**src/cdq_pkg.sv**
```systemverilog
// Package for the circular deque: sizes, request and status codes, the
// sequencer state type and the ring store access struct.
// No dependencies; every other file of the block imports it.
`default_nettype none

package cdq_pkg;

  // Built ring depth and the widths that follow from it.
  localparam int DEPTH  = 16;
  localparam int SLOT_W = $clog2(DEPTH);
  localparam int CNT_W  = $clog2(DEPTH + 1);
  localparam int WORD_W = 32;
  localparam int MODE_W = 3;
  localparam int STAT_W = 2;

  typedef logic signed [WORD_W-1:0] word_t;
  typedef logic [SLOT_W-1:0]        slot_t;
  typedef logic [CNT_W-1:0]         cnt_t;

  typedef enum logic [MODE_W-1:0] {
    MODE_PUSH_FRONT = 3'd0,
    MODE_PUSH_BACK  = 3'd1,
    MODE_POP_FRONT  = 3'd2,
    MODE_POP_BACK   = 3'd3,
    MODE_PEEK_FRONT = 3'd4,
    MODE_PEEK_BACK  = 3'd5,
    MODE_SEARCH     = 3'd6,
    MODE_CLEAR      = 3'd7
  } mode_e;

  typedef enum logic [STAT_W-1:0] {
    STAT_OK        = 2'd0,
    STAT_FULL      = 2'd1,
    STAT_EMPTY     = 2'd2,
    STAT_NOT_FOUND = 2'd3
  } status_e;

  typedef enum logic [2:0] {
    ST_IDLE = 3'b001,
    ST_READ = 3'b010,
    ST_SCAN = 3'b100
  } state_e;

  // One write port and one read port of the ring store.
  typedef struct packed {
    logic  we;
    slot_t waddr;
    word_t wdata;
    slot_t raddr;
  } store_req_t;

endpackage

`default_nettype wire

```
**src/circular_deque.sv**
```systemverilog
// Circular deque of signed 32-bit words in a 16-entry ring store.
// Push, clear and the full and empty errors answer straight from the idle state;
// pop and peek go through one registered store read; search steps a cursor from
// the front to the match or the last held word, one held word compared per
// cycle through the single store read port. busy holds off the next word
// until the result shows; the receiver cannot stall.
// Reset (rst_ni low, asynchronous) empties the queue and sets capacity 16.
`default_nettype none

module circular_deque
  import cdq_pkg::*;
(
  input  var logic              clk_i,
  input  var logic              rst_ni,
  // Request channel.
  input  var logic              start,
  output logic                  busy,
  input  var logic [MODE_W-1:0] mode_i,
  input  var word_t             value_i,
  // Capacity register.
  input  var logic              cfg_we_i,
  input  var logic [CNT_W-1:0]  cfg_wdata_i,
  // Result channel, valid for the single cycle in which done_o is high.
  output logic                  done_o,
  output logic [STAT_W-1:0]     status_o,
  output word_t                 data_out_o,
  output logic [SLOT_W-1:0]     slot_index_o,
  output logic [SLOT_W-1:0]     position_o,
  output logic [CNT_W-1:0]      count_o,
  output logic                  is_empty_o,
  output logic                  is_full_o
);

  // Sequencer and queue state.
  state_e  state_q, state_d;
  cnt_t    cap_q, cap_d;
  slot_t   head_q, head_d;
  slot_t   tail_q, tail_d;
  cnt_t    count_q, count_d;

  // The request being worked on, and the search cursor.
  word_t   value_q, value_d;
  slot_t   scan_slot_q, scan_slot_d;
  slot_t   scan_pos_q, scan_pos_d;

  // Result registers.
  logic    done_q, done_d;
  status_e status_q, status_d;
  word_t   data_q, data_d;
  slot_t   slot_q, slot_d;
  slot_t   pos_q, pos_d;

  mode_e      mode;
  store_req_t store_req;
  word_t      rd_word;
  slot_t      head_next, head_prev;
  slot_t      tail_next, tail_prev;
  slot_t      scan_next, scan_prev;
  logic       q_empty, q_full;
  logic       accept;

  assign mode    = mode_e'(mode_i);
  assign q_empty = (count_q == '0);
  assign q_full  = (count_q >= cap_q);
  assign accept  = start && !busy;

  // Slot arithmetic for both ends of the ring and for the search cursor.
  cdq_ring_step u_head_step (
    .slot_i (head_q),
    .cap_i  (cap_q),
    .next_o (head_next),
    .prev_o (head_prev)
  );

  cdq_ring_step u_tail_step (
    .slot_i (tail_q),
    .cap_i  (cap_q),
    .next_o (tail_next),
    .prev_o (tail_prev)
  );

  // The cursor only ever moves forward; its previous slot goes unused in
  // the data path but is checked below against the slot the cursor left.
  cdq_ring_step u_scan_step (
    .slot_i (scan_slot_q),
    .cap_i  (cap_q),
    .next_o (scan_next),
    .prev_o (scan_prev)
  );

  cdq_store u_store (
    .clk_i   (clk_i),
    .req_i   (store_req),
    .rdata_o (rd_word)
  );

  always_comb begin
    state_d     = state_q;
    cap_d       = cap_q;
    head_d      = head_q;
    tail_d      = tail_q;
    count_d     = count_q;
    value_d     = value_q;
    scan_slot_d = scan_slot_q;
    scan_pos_d  = scan_pos_q;

    done_d   = 1'b0;
    status_d = STAT_OK;
    data_d   = '0;
    slot_d   = '0;
    pos_d    = '0;

    store_req.we    = 1'b0;
    store_req.waddr = tail_q;
    store_req.wdata = value_i;
    store_req.raddr = head_q;

    case (state_q)
      ST_IDLE: begin
        if (accept) begin
          value_d = value_i;
          case (mode)
            MODE_PUSH_FRONT: begin
              done_d = 1'b1;
              if (q_full) begin
                status_d = STAT_FULL;
              end else begin
                store_req.we    = 1'b1;
                store_req.waddr = head_prev;
                head_d          = head_prev;
                count_d         = count_q + CNT_W'(1);
              end
            end
            MODE_PUSH_BACK: begin
              done_d = 1'b1;
              if (q_full) begin
                status_d = STAT_FULL;
              end else begin
                store_req.we    = 1'b1;
                store_req.waddr = tail_q;
                tail_d          = tail_next;
                count_d         = count_q + CNT_W'(1);
              end
            end
            MODE_POP_FRONT, MODE_PEEK_FRONT: begin
              if (q_empty) begin
                done_d   = 1'b1;
                status_d = STAT_EMPTY;
              end else begin
                // The front word comes out of the store next cycle.
                store_req.raddr = head_q;
                state_d         = ST_READ;
                if (mode == MODE_POP_FRONT) begin
                  head_d  = head_next;
                  count_d = count_q - CNT_W'(1);
                end
              end
            end
            MODE_POP_BACK, MODE_PEEK_BACK: begin
              if (q_empty) begin
                done_d   = 1'b1;
                status_d = STAT_EMPTY;
              end else begin
                store_req.raddr = tail_prev;
                state_d         = ST_READ;
                if (mode == MODE_POP_BACK) begin
                  tail_d  = tail_prev;
                  count_d = count_q - CNT_W'(1);
                end
              end
            end
            MODE_SEARCH: begin
              if (q_empty) begin
                done_d   = 1'b1;
                status_d = STAT_NOT_FOUND;
              end else begin
                // Start the cursor at the front and fetch the first word.
                store_req.raddr = head_q;
                scan_slot_d     = head_q;
                scan_pos_d      = '0;
                state_d         = ST_SCAN;
              end
            end
            MODE_CLEAR: begin
              done_d  = 1'b1;
              head_d  = '0;
              tail_d  = '0;
              count_d = '0;
            end
            default: begin
              done_d = 1'b1;
            end
          endcase
        end
      end

      ST_READ: begin
        done_d  = 1'b1;
        data_d  = rd_word;
        state_d = ST_IDLE;
      end

      ST_SCAN: begin
        // The word at the cursor arrived from the store this cycle.
        if (rd_word == value_q) begin
          done_d  = 1'b1;
          slot_d  = scan_slot_q;
          pos_d   = scan_pos_q;
          state_d = ST_IDLE;
        end else if (CNT_W'(scan_pos_q) + CNT_W'(1) == count_q) begin
          done_d   = 1'b1;
          status_d = STAT_NOT_FOUND;
          state_d  = ST_IDLE;
        end else begin
          store_req.raddr = scan_next;
          scan_slot_d     = scan_next;
          scan_pos_d      = scan_pos_q + SLOT_W'(1);
        end
      end

      default: begin
        state_d = ST_IDLE;
      end
    endcase

    // A capacity write clamps the value into range and empties the queue.
    if (cfg_we_i) begin
      if (cfg_wdata_i == '0) begin
        cap_d = CNT_W'(1);
      end else if (cfg_wdata_i > CNT_W'(DEPTH)) begin
        cap_d = CNT_W'(DEPTH);
      end else begin
        cap_d = cfg_wdata_i;
      end
      head_d  = '0;
      tail_d  = '0;
      count_d = '0;
    end
  end

  always_ff @(posedge clk_i or negedge rst_ni) begin
    if (!rst_ni) begin
      state_q <= ST_IDLE;
      cap_q   <= CNT_W'(DEPTH);
      head_q  <= '0;
      tail_q  <= '0;
      count_q <= '0;
      done_q  <= 1'b0;
    end else begin
      state_q <= state_d;
      cap_q   <= cap_d;
      head_q  <= head_d;
      tail_q  <= tail_d;
      count_q <= count_d;
      done_q  <= done_d;
    end
  end

  always_ff @(posedge clk_i) begin
    value_q     <= value_d;
    scan_slot_q <= scan_slot_d;
    scan_pos_q  <= scan_pos_d;
    status_q    <= status_d;
    data_q      <= data_d;
    slot_q      <= slot_d;
    pos_q       <= pos_d;
  end

  assign busy         = (state_q != ST_IDLE);
  assign done_o       = done_q;
  assign status_o     = status_q;
  assign data_out_o   = data_q;
  assign slot_index_o = slot_q;
  assign position_o   = pos_q;
  // The count only changes on a request or a capacity write, so it still
  // reflects the request whose result is on the ports in the strobe cycle.
  assign count_o      = count_q;
  assign is_empty_o   = q_empty;
  assign is_full_o    = (count_q == cap_q);

  // The queue never holds more words than the capacity allows.
  a_count_in_range: assert property (@(posedge clk_i) disable iff (!rst_ni)
    count_q <= cap_q)
    else $error("held count exceeds capacity");

  // Both ends of the ring stay inside the slots in use.
  a_ends_in_range: assert property (@(posedge clk_i) disable iff (!rst_ni)
    ((head_q < SLOT_W'(cap_q)) && (tail_q < SLOT_W'(cap_q))) || (cap_q == CNT_W'(DEPTH)))
    else $error("ring end outside capacity");

  // A store read always completes in the following cycle.
  a_read_done: assert property (@(posedge clk_i) disable iff (!rst_ni)
    (state_q == ST_READ) |=> (done_q && (state_q == ST_IDLE)))
    else $error("pop or peek result missing");

  // A pop on an empty queue answers at once with an error.
  a_pop_empty: assert property (@(posedge clk_i) disable iff (!rst_ni)
    (accept && !cfg_we_i && (mode_i == MODE_POP_FRONT) && (count_q == '0))
    |=> (done_q && (status_q == STAT_EMPTY)))
    else $error("pop on empty queue not reported");

  // While scanning, stepping the cursor back lands on the slot it left.
  a_scan_step: assert property (@(posedge clk_i) disable iff (!rst_ni)
    ((state_q == ST_SCAN) && $past(state_q == ST_SCAN) && (scan_pos_q != $past(scan_pos_q)))
    |-> (scan_prev == $past(scan_slot_q)))
    else $error("search cursor stepped wrongly");

endmodule

`default_nettype wire

```
**src/cdq_ring_step.sv**
```systemverilog
// Ring slot stepper: next and previous slot, wrapping at the capacity.
// Depends on cdq_pkg.
`default_nettype none

module cdq_ring_step
  import cdq_pkg::*;
(
  input  var slot_t slot_i,
  input  var cnt_t  cap_i,
  output slot_t     next_o,
  output slot_t     prev_o
);

  cnt_t slot_inc;

  assign slot_inc = CNT_W'(slot_i) + CNT_W'(1);
  assign next_o   = (slot_inc >= cap_i) ? '0 : SLOT_W'(slot_inc);
  assign prev_o   = (slot_i == '0) ? SLOT_W'(cap_i - CNT_W'(1)) : slot_i - SLOT_W'(1);

endmodule

`default_nettype wire

```
**src/cdq_store.sv**
```systemverilog
// Ring store of the deque: one write port, one read port with registered
// read data. Depends on cdq_pkg.
`default_nettype none

module cdq_store
  import cdq_pkg::*;
(
  input  var logic       clk_i,
  input  var store_req_t req_i,
  output word_t          rdata_o
);

  word_t mem [DEPTH];
  word_t rdata_q;

  always_ff @(posedge clk_i) begin
    if (req_i.we) begin
      mem[req_i.waddr] <= req_i.wdata;
    end
  end

  always_ff @(posedge clk_i) begin
    rdata_q <= mem[req_i.raddr];
  end

  assign rdata_o = rdata_q;

endmodule

`default_nettype wire

```
**config.mk**
```make
export PLATFORM = sky130hd
export DESIGN_NAME = circular_deque
export DESIGN_NICKNAME = d
export VERILOG_FILES = /design/src/cdq_pkg.sv /design/src/circular_deque.sv /design/src/cdq_ring_step.sv /design/src/cdq_store.sv
export SDC_FILE = /design/constraint.sdc
export NUM_CORES = 1
export LEC_CHECK = 0
export ABC_AREA = 1
export BUFFER_PORTS_ARGS = -buffer_cell sky130_fd_sc_hd__buf_2
export CAP_MARGIN = 25
export CORE_MARGIN = 5
export CORE_UTILIZATION = 69
export CTS_BUF_LIST = sky130_fd_sc_hd__clkbuf_2 sky130_fd_sc_hd__clkbuf_4 sky130_fd_sc_hd__clkbuf_8
export DETAILED_ROUTE_END_ITERATION = 12
export PLACE_DENSITY_LB_ADDON = 0.1
export SLEW_MARGIN = 20
export SYNTH_ARGS = -nofsm -noshare
export SYNTH_HDL_FRONTEND = slang
export SYNTH_SLANG_ARGS = --single-unit
```
**constraint.sdc**
```tcl
create_clock -name clk_i -period 9.17 [get_ports clk_i]
set_clock_uncertainty 0.2 [all_clocks]
set_input_delay 0.917 -clock clk_i [delete_from_list [all_inputs] [get_ports clk_i]]
set_output_delay 0.917 -clock clk_i [all_outputs]
set_load 0.01 [all_outputs]
```
==> results.yml <==
synth:
  synthDominantAreaCellType: "sky130_fd_sc_hd__edfxtp_1"
  synth_top_family_by_area: "simple AND/OR/NAND/NOR gates"
  seq_area_frac_synth_pct: 65.54
  syn_avg_cell_area_um2: 10.37
  synth_compound_gate_area_share_pct: 1.622
  synth.top_cells.by_area: "sky130_fd_sc_hd__edfxtp_1 (58%), sky130_fd_sc_hd__nand3_1 (11%), sky130_fd_sc_hd__nand2_1 (7.3%)"
  ys.warnings.count: 0
  synth_most_common_cell: "sky130_fd_sc_hd__nand3_1"
  yosysUniqueCellTypes: 44
  syn-cell-area_um2: 28400
  synth_common_cells: "sky130_fd_sc_hd__nand3_1 (602), sky130_fd_sc_hd__edfxtp_1 (552), sky130_fd_sc_hd__nand2_1 (551)"
  synth-simple-area-share_pct: 21.78
  synth_seq_cells: 648
  yosys.area_share.adder_pct: 1.392
  syn-instance-count: 2738
  yosys-mux-area-fraction_pct: 0.03525
  synth.net_count: 2813
  async_reset_ff_share_pct: 3.395
  synth_largest_type_area_fraction_pct: 58.37
  synth_enable_flop_cells: 552
  yosys_most_used_dff: "sky130_fd_sc_hd__edfxtp_1"
  post_synth_xor_area_fraction_pct: 1.080
global_route:
  grt_overflow_total: 0
  gr-usage-all-layers_pct: 31.07
  grt_max_degree: 163
  grt_pass1_wl_um: 108800
  number_of_antenna_violations_at_the_first_check_in_global_routing: 0
  grt_pass1_vias: 19920
timing:
  fmax_ghz: 0.2080
  final.min_clock_period_ns: 4.807
  final.period_utilization_pct: 52.42
  finalMaxSlewViolations: 0
  finalWorstSetupSlack_ns: 4.363
  report.final.hold_viol_count: 0
  finalSetupViolCount: 0
  setup_repair_after_global_routing_missed_its_margin: "false"
  setup-tns-final_ns: 0
  slew_at_the_pin_with_the_worst_max_slew_slack_ns: 1.088
  max_slew_margin_pct: 27.45
clock_network:
  number_of_clock_buffers_inserted_by_tritoncts: 99
  post_cts_resize_count: 0
  clock-sinks: 648
  clkTransAtPathRegs_ns: 0.06
  cts_root_buffer: "sky130_fd_sc_hd__clkbuf_8"
  ctsLongestPathBuffers: 3
  cts_tree: "done"
  cts_setup_buffers: 0
  clk_latency_ns: 0.69
  cts_htree_levels: 3
  cts_hold_buffers: 0
pwr:
  max_vdd_drop_v: 0.0002603
  power.density_nw_per_um2: 329.0
  static-leakage-power_nw: 13.52
  p_total_mw: 10.41
route:
  drc: 0
  wl_per_cell_um: 20.28
  firstDrtPassIters: 6
  vias: 20260
  routed_via_density: 5.869
  drt_iter0_drcs: 2507
  detail_route.wirelength_um: 70020
  antenna_violating_nets_post_route: 0
run_status:
  status: "completed"
critical_path:
  critical_path_class: "flip-flop to flip-flop"
  worst-endpoint-arrival_ns: 5.19
  timing.critical_path.cells: "inv_2 -> nor2_2 -> nand2_2 -> nor2_4 -> buf_4 -> nand3_2 -> inv_2 -> nand2_1 -> nand3_1 -> nand2_1 -> clkinv_1 -> nand3_4 -> nand2_8 -> buf_4 -> nand2_1 -> nand3_1 -> nand3_1 -> nand3_1 -> nand2_1"
  path_max_fanout: 95
  end_kind: "flip-flop"
  worst_ep_required_time_ns: 9.55
  critical_path_startpoint_category: "flip-flop"
  crit_path_top_delay_cell: "sky130_fd_sc_hd__buf_4"
  critPathMaxStageDelay_ns: 0.89
layout:
  area_growth_pct: 11.44
  final_core_util_pct: 77.68
  final_layout_size_suffix_gt1_share_pct: 11.78
  nets: 2909
  antenna_cells: 0
placement:
  gp_congestion: 0.9212
  io_buffers: 94
  place_hpwl_um: 40530
  preCtsSetupSlack_ns: 3.715
floorplan:
  row_count: 74
  core_um2: 40740
  floorplan.die_area_um2: 45310
  die_h_um: 212.9
  boundaryPins: 95
  die_w_um: 212.9
  floorplan.initialDensity_pct: 69.70
job:
  maxCapViolCount: 0
worst_hold_path:
  min-delay-path-class: "input port to async pin"
[cell usage in the layout (no fill, tap or decap), types with 32 or more instances in the layout]
cell / netlist / routed
sky130_fd_sc_hd__nand3_1: 602 / 600
sky130_fd_sc_hd__clkbuf_4: 0 / 32
sky130_fd_sc_hd__edfxtp_1: 552 / 552
sky130_fd_sc_hd__nor2_1: 110 / 94
sky130_fd_sc_hd__clkbuf_8: 0 / 109
sky130_fd_sc_hd__dfxtp_1: 74 / 74
sky130_fd_sc_hd__nand3b_1: 62 / 62
sky130_fd_sc_hd__inv_1: 439 / 439
sky130_fd_sc_hd__buf_2: 62 / 94
sky130_fd_sc_hd__nand2_1: 551 / 548
[stage by stage]
stage / instance area (um^2) / hold WS [ns] / instances
2_1_floorplan: 28400 / 0.2218 / 2738
3_3_place_gp: 29110 / 0.2321 / 3245
3_5_place_dp: 29600 / 0.2366 / 3264
4_1_cts: 31620 / 0.001244 / 3451
5_1_grt: 31650 / 0.03677 / 3452
6_report: 31650 / 0.02330 / 3452
[path summary, 6_finish.rpt]
path                            cells after the start  slack, ns                           to                         from
worst min-delay path                                1       0.02       count_o[0]$_DFFE_PN0P_                       rst_ni
max in group asynchronous                           1       8.36         cap_q[4]$_DFFE_PN1P_                       rst_ni
min in group clk_i                                  2       0.24    data_out_o[30]$_SDFF_PN0_  u_store.rdata_o[30]$_DFF_P_
worst max-delay path                               19       4.36  u_store.rdata_o[13]$_DFF_P_       state_q[0]$_DFFE_PN1P_
worst max register to register                     19       4.36  u_store.rdata_o[13]$_DFF_P_       state_q[0]$_DFFE_PN1P_
worst min register to register                      2       0.24    data_out_o[30]$_SDFF_PN0_  u_store.rdata_o[30]$_DFF_P_
[kinds of logic after synthesis]
kind of cell | after synthesis
AND/OR/NAND/NOR | 1359
flip-flops | 648
XOR/XNOR | 35
adder cells (fa/ha/maj) | 31
multiplexers | 1
buffers and inverters | 586
AO/OA/AOI/OAI | 78
[critical path, delay by kind of cell (launching register included)]
kind	cells	cell delay, ns
buf+inv	5	1.67
flops	1	0.55
simple gates	14	2.20
[sequential cells by signal (all words and copies together), names as in the netlist]
name	flops
head_q	4
status_o	2
u_store.rdata_o	32
scan_pos_q	4
state_q	3
count_o	5
scan_slot_q	4
slot_index_o	4
position_o	4
tail_q	4
u_store.mem	512
value_q	32
data_out_o	32
done_o	1
cap_q	5
[where the power goes]
part           internal (mW)  switching, mW
registers               3.43          0.145
clock network           1.28           1.11
logic                   1.32           3.13
total                   6.03           4.38
[layer usage]
layer / part of all wire [%] / global-route usage, %
met1: 39 / 42.81
met3: 9.3 / 4.849
met2: 48 / 51.29
met5: 0 / 0
met4: 3.0 / 10.99
[final cells by class]
cell class	count	area (um^2)
fill	2620	9094
sequential	648	18610
clock inverter	46	275.3
clock buffer	141	1740
multi-input combinational	1504	7535
timing repair buffer	132	1134
tap	532	665.6
inverter	449	1685
No activity file was read; power rests on OpenSTA's default activity.
